$ cat src/hw/rtl/tmx_pkg.sv
package tmx_pkg;

  localparam logic [2:0] KIND_ALLOC   = 3'd0;
  localparam logic [2:0] KIND_FREE    = 3'd1;
  localparam logic [2:0] KIND_ARM     = 3'd2;
  localparam logic [2:0] KIND_CANCEL  = 3'd3;
  localparam logic [2:0] KIND_ADVANCE = 3'd4;

  localparam logic [1:0] STATUS_OK      = 2'd0;
  localparam logic [1:0] STATUS_INVALID = 2'd1;
  localparam logic [1:0] STATUS_FULL    = 2'd2;

  localparam int unsigned CLIENTS_RESET = 16;
  localparam int unsigned RESULT_SLOTS  = 16;

  typedef struct packed {
    logic [2:0]  kind;
    logic [3:0]  client_id;
    logic [63:0] deadline;
    logic [63:0] period;
    logic [63:0] current_time;
  } req_t;

  typedef struct packed {
    logic [1:0]  status;
    logic [3:0]  result_id;
    logic        fired;
    logic [63:0] next_deadline;
    logic        last;
    logic        more_pending;
  } res_t;

  typedef struct packed {
    logic [63:0] deadline;
    logic [63:0] period;
  } entry_t;

endpackage

$ cat src/hw/rtl/timeout_multiplexer.sv
// Channel   Direction  Transfer when
// request   in         start && !busy (req_i)
// result    out        res_valid_o, one result per cycle (res_o)
// config    in         cfg_valid_i && cfg_ready_o (cfg_data_i)
//
// Allocate probes the flags in order, up to min(clients_in_use, MAX_CLIENTS)
// of them. Every request scans all MAX_CLIENTS entries through the single
// read port of the deadline memory; advance adds one pass per firing.
// Results follow one per cycle, each on the ports the cycle after it is
// formed. Reset and a config transfer clear all flags at once. The
// receiver cannot stall; busy drops as the last result is formed.
module timeout_multiplexer import tmx_pkg::*; #(
  parameter int unsigned MAX_CLIENTS = 16,
  parameter int unsigned MAX_FIRES   = 16
) (
  input  logic       clk_i,
  input  logic       rst_ni,
  input  logic       start,
  output logic       busy,
  input  req_t       req_i,
  output logic       res_valid_o,
  output res_t       res_o,
  input  logic       cfg_valid_i,
  output logic       cfg_ready_o,
  input  logic [4:0] cfg_data_i
);

  localparam int unsigned IW   = (MAX_CLIENTS > 1) ? $clog2(MAX_CLIENTS) : 1;
  localparam int unsigned CW   = $clog2(MAX_CLIENTS + 1);
  localparam int unsigned NW   = (CW > 5) ? CW : 5;
  localparam int unsigned CAP  = (MAX_FIRES < RESULT_SLOTS) ? MAX_FIRES : RESULT_SLOTS;
  localparam int unsigned FW   = $clog2(CAP + 1);
  localparam int unsigned BW   = (CAP > 1) ? $clog2(CAP) : 1;
  localparam logic [CW-1:0] LAST_SCAN = CW'(MAX_CLIENTS);
  localparam logic [NW-1:0] MAX_N     = NW'(MAX_CLIENTS);
  localparam logic [FW-1:0] CAP_N     = FW'(CAP);

  typedef enum logic [1:0] {S_IDLE, S_ALLOC, S_SCAN, S_OUT} state_e;

  state_e          state_q;
  logic [4:0]      clients_q;
  logic            alloc_q  [MAX_CLIENTS];
  logic            active_q [MAX_CLIENTS];
  req_t            req_q;
  logic            adv_q;
  logic [1:0]      status_q;
  logic [3:0]      rid_q;
  logic [NW-1:0]   probe_q;
  logic [CW-1:0]   scan_q;
  logic            dv_q;
  logic [IW-1:0]   dv_idx_q;
  logic            best_vld_q;
  logic [IW-1:0]   best_idx_q;
  entry_t          best_q;
  logic [FW-1:0]   cnt_q;
  logic [FW-1:0]   k_q;
  logic [3:0]      buf_q [CAP];
  logic            pend_q;
  logic [63:0]     next_q;
  logic            res_valid_q;
  res_t            res_q;

  logic [NW-1:0]   usable;
  logic [NW-1:0]   id_ext;
  logic [IW-1:0]   id_idx;
  logic            in_range;
  logic            accept;
  logic            scan_done;
  logic            expired;
  logic            fire_now;
  logic            mem_wr_en;
  logic [IW-1:0]   mem_wr_addr;
  entry_t          mem_wr_data;
  logic            mem_rd_en;
  entry_t          mem_rd_data;
  logic            better;

  assign usable   = (NW'(clients_q) > MAX_N) ? MAX_N : NW'(clients_q);
  assign id_ext   = NW'(req_i.client_id);
  assign id_idx   = id_ext[IW-1:0];
  assign in_range = id_ext < usable;
  assign accept   = start && (state_q == S_IDLE);

  assign scan_done = (state_q == S_SCAN) && (scan_q == LAST_SCAN) && !dv_q;
  assign expired   = best_vld_q && (best_q.deadline <= req_q.current_time);
  assign fire_now  = scan_done && adv_q && expired && (cnt_q != CAP_N);
  assign better    = dv_q && active_q[dv_idx_q]
                     && (!best_vld_q || mem_rd_data.deadline < best_q.deadline);

  always_comb begin
    mem_wr_en   = 1'b0;
    mem_wr_addr = id_idx;
    mem_wr_data = '{deadline: req_i.deadline, period: req_i.period};
    if (accept && req_i.kind == KIND_ARM && in_range && alloc_q[id_idx]) begin
      mem_wr_en = 1'b1;
    end else if (fire_now && best_q.period != 64'd0) begin
      mem_wr_en   = 1'b1;
      mem_wr_addr = best_idx_q;
      mem_wr_data = '{deadline: best_q.deadline + best_q.period, period: best_q.period};
    end
  end

  assign mem_rd_en = (state_q == S_SCAN) && (scan_q != LAST_SCAN);

  tmx_mem #(
    .DEPTH (MAX_CLIENTS),
    .AW    (IW)
  ) u_mem (
    .clk_i     (clk_i),
    .wr_en_i   (mem_wr_en),
    .wr_addr_i (mem_wr_addr),
    .wr_data_i (mem_wr_data),
    .rd_en_i   (mem_rd_en),
    .rd_addr_i (scan_q[IW-1:0]),
    .rd_data_o (mem_rd_data)
  );

  always_ff @(posedge clk_i or negedge rst_ni) begin
    if (!rst_ni) begin
      state_q     <= S_IDLE;
      clients_q   <= 5'(CLIENTS_RESET);
      adv_q       <= 1'b0;
      dv_q        <= 1'b0;
      best_vld_q  <= 1'b0;
      scan_q      <= '0;
      probe_q     <= '0;
      cnt_q       <= '0;
      k_q         <= '0;
      pend_q      <= 1'b0;
      res_valid_q <= 1'b0;
      for (int i = 0; i < MAX_CLIENTS; i++) begin
        alloc_q[i]  <= 1'b0;
        active_q[i] <= 1'b0;
      end
    end else begin
      res_valid_q <= 1'b0;
      unique case (state_q)
        S_IDLE: begin
          if (cfg_valid_i && !start) begin
            clients_q <= cfg_data_i;
            for (int i = 0; i < MAX_CLIENTS; i++) begin
              alloc_q[i]  <= 1'b0;
              active_q[i] <= 1'b0;
            end
          end else if (start) begin
            req_q      <= req_i;
            adv_q      <= 1'b0;
            rid_q      <= 4'd0;
            cnt_q      <= '0;
            k_q        <= '0;
            pend_q     <= 1'b0;
            scan_q     <= '0;
            dv_q       <= 1'b0;
            best_vld_q <= 1'b0;
            probe_q    <= '0;
            state_q    <= (req_i.kind == KIND_ALLOC) ? S_ALLOC : S_SCAN;
            unique case (req_i.kind)
              KIND_ALLOC: begin
                status_q <= STATUS_OK;
              end
              KIND_FREE: begin
                if (in_range && alloc_q[id_idx]) begin
                  alloc_q[id_idx]  <= 1'b0;
                  active_q[id_idx] <= 1'b0;
                  status_q         <= STATUS_OK;
                end else begin
                  status_q <= STATUS_INVALID;
                end
              end
              KIND_ARM: begin
                if (in_range && alloc_q[id_idx]) begin
                  active_q[id_idx] <= 1'b1;
                  status_q         <= STATUS_OK;
                end else begin
                  status_q <= STATUS_INVALID;
                end
              end
              KIND_CANCEL: begin
                if (in_range) begin
                  active_q[id_idx] <= 1'b0;
                  status_q         <= STATUS_OK;
                end else begin
                  status_q <= STATUS_INVALID;
                end
              end
              KIND_ADVANCE: begin
                adv_q    <= 1'b1;
                status_q <= STATUS_OK;
              end
              default: begin
                status_q <= STATUS_INVALID;
              end
            endcase
          end
        end
        S_ALLOC: begin
          if (probe_q >= usable) begin
            status_q <= STATUS_FULL;
            state_q  <= S_SCAN;
          end else if (!alloc_q[probe_q[IW-1:0]]) begin
            alloc_q[probe_q[IW-1:0]] <= 1'b1;
            rid_q   <= probe_q[3:0];
            state_q <= S_SCAN;
          end else begin
            probe_q <= probe_q + NW'(1);
          end
        end
        S_SCAN: begin
          dv_q     <= mem_rd_en;
          dv_idx_q <= scan_q[IW-1:0];
          if (mem_rd_en) begin
            scan_q <= scan_q + CW'(1);
          end
          if (better) begin
            best_vld_q <= 1'b1;
            best_idx_q <= dv_idx_q;
            best_q     <= mem_rd_data;
          end
          if (scan_done) begin
            scan_q     <= '0;
            best_vld_q <= 1'b0;
            if (fire_now) begin
              buf_q[cnt_q[BW-1:0]] <= 4'(best_idx_q);
              cnt_q <= cnt_q + FW'(1);
              if (best_q.period == 64'd0) begin
                active_q[best_idx_q] <= 1'b0;
              end
            end else begin
              pend_q  <= adv_q && expired;
              next_q  <= best_vld_q ? best_q.deadline : 64'd0;
              state_q <= S_OUT;
            end
          end
        end
        S_OUT: begin
          res_valid_q         <= 1'b1;
          res_q.next_deadline <= next_q;
          res_q.more_pending  <= pend_q;
          res_q.status        <= status_q;
          res_q.result_id     <= (cnt_q != '0) ? buf_q[k_q[BW-1:0]] : rid_q;
          res_q.fired         <= (cnt_q != '0);
          res_q.last          <= (cnt_q == '0) || (k_q == cnt_q - FW'(1));
          if (cnt_q == '0 || k_q == cnt_q - FW'(1)) begin
            state_q <= S_IDLE;
          end else begin
            k_q <= k_q + FW'(1);
          end
        end
        default: begin
          state_q <= S_IDLE;
        end
      endcase
    end
  end

  assign busy        = (state_q != S_IDLE);
  assign cfg_ready_o = (state_q == S_IDLE) && !start;
  assign res_valid_o = res_valid_q;
  assign res_o       = res_q;

endmodule

$ cat src/hw/rtl/tmx_mem.sv
module tmx_mem import tmx_pkg::*; #(
  parameter int unsigned DEPTH = 16,
  parameter int unsigned AW    = 4
) (
  input  logic          clk_i,
  input  logic          wr_en_i,
  input  logic [AW-1:0] wr_addr_i,
  input  entry_t        wr_data_i,
  input  logic          rd_en_i,
  input  logic [AW-1:0] rd_addr_i,
  output entry_t        rd_data_o
);

  entry_t mem [DEPTH];
  entry_t rd_data_q;

  always_ff @(posedge clk_i) begin
    if (wr_en_i) begin
      mem[wr_addr_i] <= wr_data_i;
    end
    if (rd_en_i) begin
      rd_data_q <= mem[rd_addr_i];
    end
  end

  assign rd_data_o = rd_data_q;

endmodule

$ cat config.mk
export PLATFORM = sky130hd
export DESIGN_NAME = timeout_multiplexer
export DESIGN_NICKNAME = d
export VERILOG_FILES = /design/src/hw/rtl/tmx_pkg.sv /design/src/hw/rtl/timeout_multiplexer.sv /design/src/hw/rtl/tmx_mem.sv
export SDC_FILE = /design/constraint.sdc
export NUM_CORES = 2
export LEC_CHECK = 0
export BUFFER_PORTS_ARGS = -buffer_cell sky130_fd_sc_hd__buf_2
export CAP_MARGIN = 40
export CORE_UTILIZATION = 45
export CTS_CLUSTER_SIZE = 40
export DETAILED_ROUTE_END_ITERATION = 7
export SLEW_MARGIN = 20
export SYNTH_ARGS = -nofsm -noshare
export SYNTH_HDL_FRONTEND = slang
export SYNTH_SLANG_ARGS = --single-unit
$ cat constraint.sdc
create_clock -name clk_i -period 12.7 [get_ports clk_i]
set_input_delay 1.905 -clock clk_i [delete_from_list [all_inputs] [get_ports clk_i]]
set_output_delay 1.905 -clock clk_i [all_outputs]
set_load 0.1 [all_outputs]
==> summary.txt <==
Clocking
  • Worst-path clk slew: 0.06 ns
  • CTS tree: yes
  • Post-CTS Hold Fix Bufs: 0
  • Post-CTS setup buffers: 0
  • CTS root buf: clkbuf_16
  • Clock sinks: 2647
  • Clock insertion delay at the later pin of the skew report: 0.95 ns
  • CTS Buffer Depth: 4
  • CTS Buf Count: 294
  • PostCTS Resize Cnt: 0
  • H-tree levels: 5

Timing
  • Period utilisation layout: 0.559
  • Max frequency: 0.141 GHz
  • Final Hold Viols: 0
  • Tightest Pin Transition: 1.08 ns
  • Setup violators final: 0
  • Worst Clk Skew: 0.0665 ns
  • Hold Slack: 0.389 ns
  • Max-slew violations: 0
  • TNS Setup: 0 ns
  • Max transition margin: 0.279
  • Fin crit period: 7.10 ns
  • RSZ-0062 raised after global routing: false

Critical path
  • Worst r2r dst: u_mem.mem[9][23]
  • Startpoint Class: flip-flop
  • Reg2reg setup slack: 5.60 ns
  • CP Class: reg2reg
  • R2r worst-path depth: 15
  • Arrival @ worst endpoint: 7.65 ns
  • Reg2reg start: best_q[75]
  • Crit path max fanout: 47
  • Critical Path End Type: flip-flop
  • Crit path required time: 13.24 ns

Placed design
  • DP HPWL: 190 mm
  • GPL Wtd Cong: 0.888
  • I/O Buffers: 283

Worst hold path
  • Hold_sp: u_mem.rd_data_o[19]
  • Hold Crit Class: reg2reg
  • WHS Path Cells: 0
  • Worst hold endpoint: best_q[19]

Power
  • Cell Pwr Density: 192 nW/um^2
  • Leak: 40.6 nW
  • Maximum vdd drop: 0.000177 V

Outcome
  • Status: completed

Global routing
  • Overflow after GRT: 0
  • First-pass GRT wire length: 412 mm
  • Initial antenna violation count: 27
  • Total GRT Usage: 0.244
  • Largest net degree at the start of global routing: 142
  • Vias in the first global route: 56000

Synthesis
  • Syn nets: 5836
  • Top-area cell type share of the netlist area: 0.726
  • Ranking of synthesized cells by area: edfxtp_1, mux4_2, ha_1
  • Post-Syn Area: 107000 sq um
  • Number of flops mapped to enable cells by yosys: 2583
  • Most common cell in the netlist: edfxtp_1
  • Asr flop ratio synth: 0.0242
  • Synth unique cells: 79
  • Area leader, netlist: edfxtp_1
  • Cells after Synth: 5413
  • Syn_area_per_cell: 19.7 sq um
  • Post-synth top flop: edfxtp_1
  • Post-synthesis sequential area ratio: 0.741
  • Yosys reg bits: 2647
  • YS warnings: 0
  • Post-synth top cells: edfxtp_1, mux4_2, nand2_1

Drt
  • Final ANT Viol Nets: 0
  • DR iter-0 viols: 5808
  • 1st-pass router iterations: 6
  • Post-route DRC: 0
  • Via count: 55500
  • WL per Instance: 31.3 microns
  • WL final: 291 mm
  • Post-DR vias/cell: 5.96

Floorplanning
  • Die width: 489 microns
  • Core area: 236000 sq um
  • Top-Level Pins: 284
  • Chip Height: 489 microns
  • Total Die Area: 239000 sq um
  • Initial Util: 0.453
  • Placement row count: 178

Final layout
  • Layout cells sized above 1: 0.262
  • Fill cells: 18700
  • Seq. cell area: 79200 sq um
  • Layout area overhead: 14.9%
  • Multi-input logic area: 26200 sq um
  • Layout Nets: 6378

Job
  • Max Cap Viol: 0
## metal layers
layer	wire length [microns]	vias up	track usage
met5	175	-	0.00242
met4	9220	18	0.0781
met3	23400	437	0.0538
met2	133000	2322	0.370
met1	125000	29600	0.352
li1	-	23200	-
## layout make-up
type                            instances  area share
Clock inverter                        126     0.00888
Multi-Input combinational cell       2347       0.214
Tap cell                             3150      0.0321
Inverter                              167     0.00511
Antenna cell                           13    0.000265
Sequential cell                      2647       0.645
Timing Repair Buffer                  498      0.0306
Clock buffer                          367      0.0638
## logic make-up after synthesis
logic type      count (synthesis)  share of synthesized area
flops                        2647                      0.741
fa+ha+maj                     215                     0.0253
buf+inv                       419                     0.0151
mux                           688                      0.144
compound gates                531                     0.0314
simple gates                  840                     0.0375
xor+xnor                       73                    0.00599
## stage by stage
| stage | setup WS (ns) | cells | power (mW) | util | instance area (sq um) |
|---|---|---|---|---|---|
| 2_1_floorplan | 2.42 | 5413 | 14.1 | - | 107000 |
| 3_3_place_gp | 4.90 | 8720 | 15.6 | 0.477 | 112000 |
| 3_5_place_dp | 4.87 | 8801 | 15.8 | 0.482 | 114000 |
| 4_1_cts | 5.09 | 9294 | 23.8 | 0.520 | 123000 |
| 5_1_grt | 5.29 | 9311 | 24.4 | 0.521 | 123000 |
| 6_report | 5.60 | 9315 | 23.6 | 0.521 | 123000 |
## worst max-delay path: stages (launching register included)
cell	delay, ns
edfxtp_1	0.46
ha_1	0.36
nand4_1	0.18
or4_1	0.82
a21oi_1	0.34
a2111oi_4	0.09
buf_4	0.21
o211a_1	0.28
a41oi_1	0.49
nand2b_4	0.60
buf_12	0.29
and2_1	0.23
nor2_1	0.15
nor2b_4	0.69
buf_4	0.64
buf_4	0.75
## report_power, final
part / switching, mW / internal (mW) / total (mW) / leakage [nW]
Combinational: 2.74 / 2.22 / 4.96 / 12.2
Clock: 3.32 / 4.71 / 8.03 / 4.35
Sequential: 0.402 / 10.2 / 10.6 / 24.1
Total: 6.46 / 17.1 / 23.6 / 40.6
## how the worst max path moves through the flow
stage | startpoint | end | slack [ns] | cells past startpoint
floorplan | req_i[193] | u_mem.mem[9][0] | 2.42 | 10
global placement | best_q[67] | u_mem.mem[8][125] | 4.90 | 13
detailed placement | req_i[192] | u_mem.mem[9][15] | 4.87 | 12
CTS | best_q[75] | u_mem.mem[9][20] | 5.09 | 15
global route | best_q[75] | u_mem.mem[9][31] | 5.29 | 15
finish | best_q[75] | u_mem.mem[9][23] | 5.60 | 15
## registers in the layout, summed over array words and instances (netlist names), 2 cells and up
register	count
dv_idx_q	4
next_q	64
best_q	128
active_q	16
alloc_q	16
scan_q	5
rid_q	4
buf_q	64
k_q	5
status_q	2
clients_q	5
u_mem.mem	2048
req_q	64
probe_q	5
res_o	73
state_q	2
best_idx_q	4
u_mem.rd_data_o	128
cnt_q	5
## cells in the final DEF, fill, tap and decap left out, drive strengths merged, types with 8 or more instances in the layout
cell | synthesis | routed
and2 | 82 | 82
nor3 | 34 | 34
o31ai | 10 | 10
a21o | 74 | 74
nand4 | 59 | 59
clkinv | 0 | 96
clkinvlp | 0 | 8
nor2b | 31 | 31
nor2 | 106 | 106
mux2 | 10 | 10
bufinv | 0 | 18
a21oi | 153 | 153
o21a | 14 | 14
mux4 | 675 | 675
edfxtp | 2583 | 2583
xnor2 | 37 | 37
nand2 | 377 | 377
nand2b | 28 | 28
dfrtp | 63 | 63
a31oi | 27 | 27
o21ai | 136 | 136
nor4 | 22 | 22
diode | 0 | 13
inv | 167 | 171
o21bai | 11 | 11
a21boi | 8 | 8
xor2 | 36 | 36
ha | 214 | 214
clkbuf | 186 | 368
nand3 | 52 | 52
o211ai | 25 | 25
and4 | 9 | 9
and3 | 11 | 11
buf | 66 | 496
a41oi | 12 | 12
No activity file was read; power rests on OpenSTA's default activity.
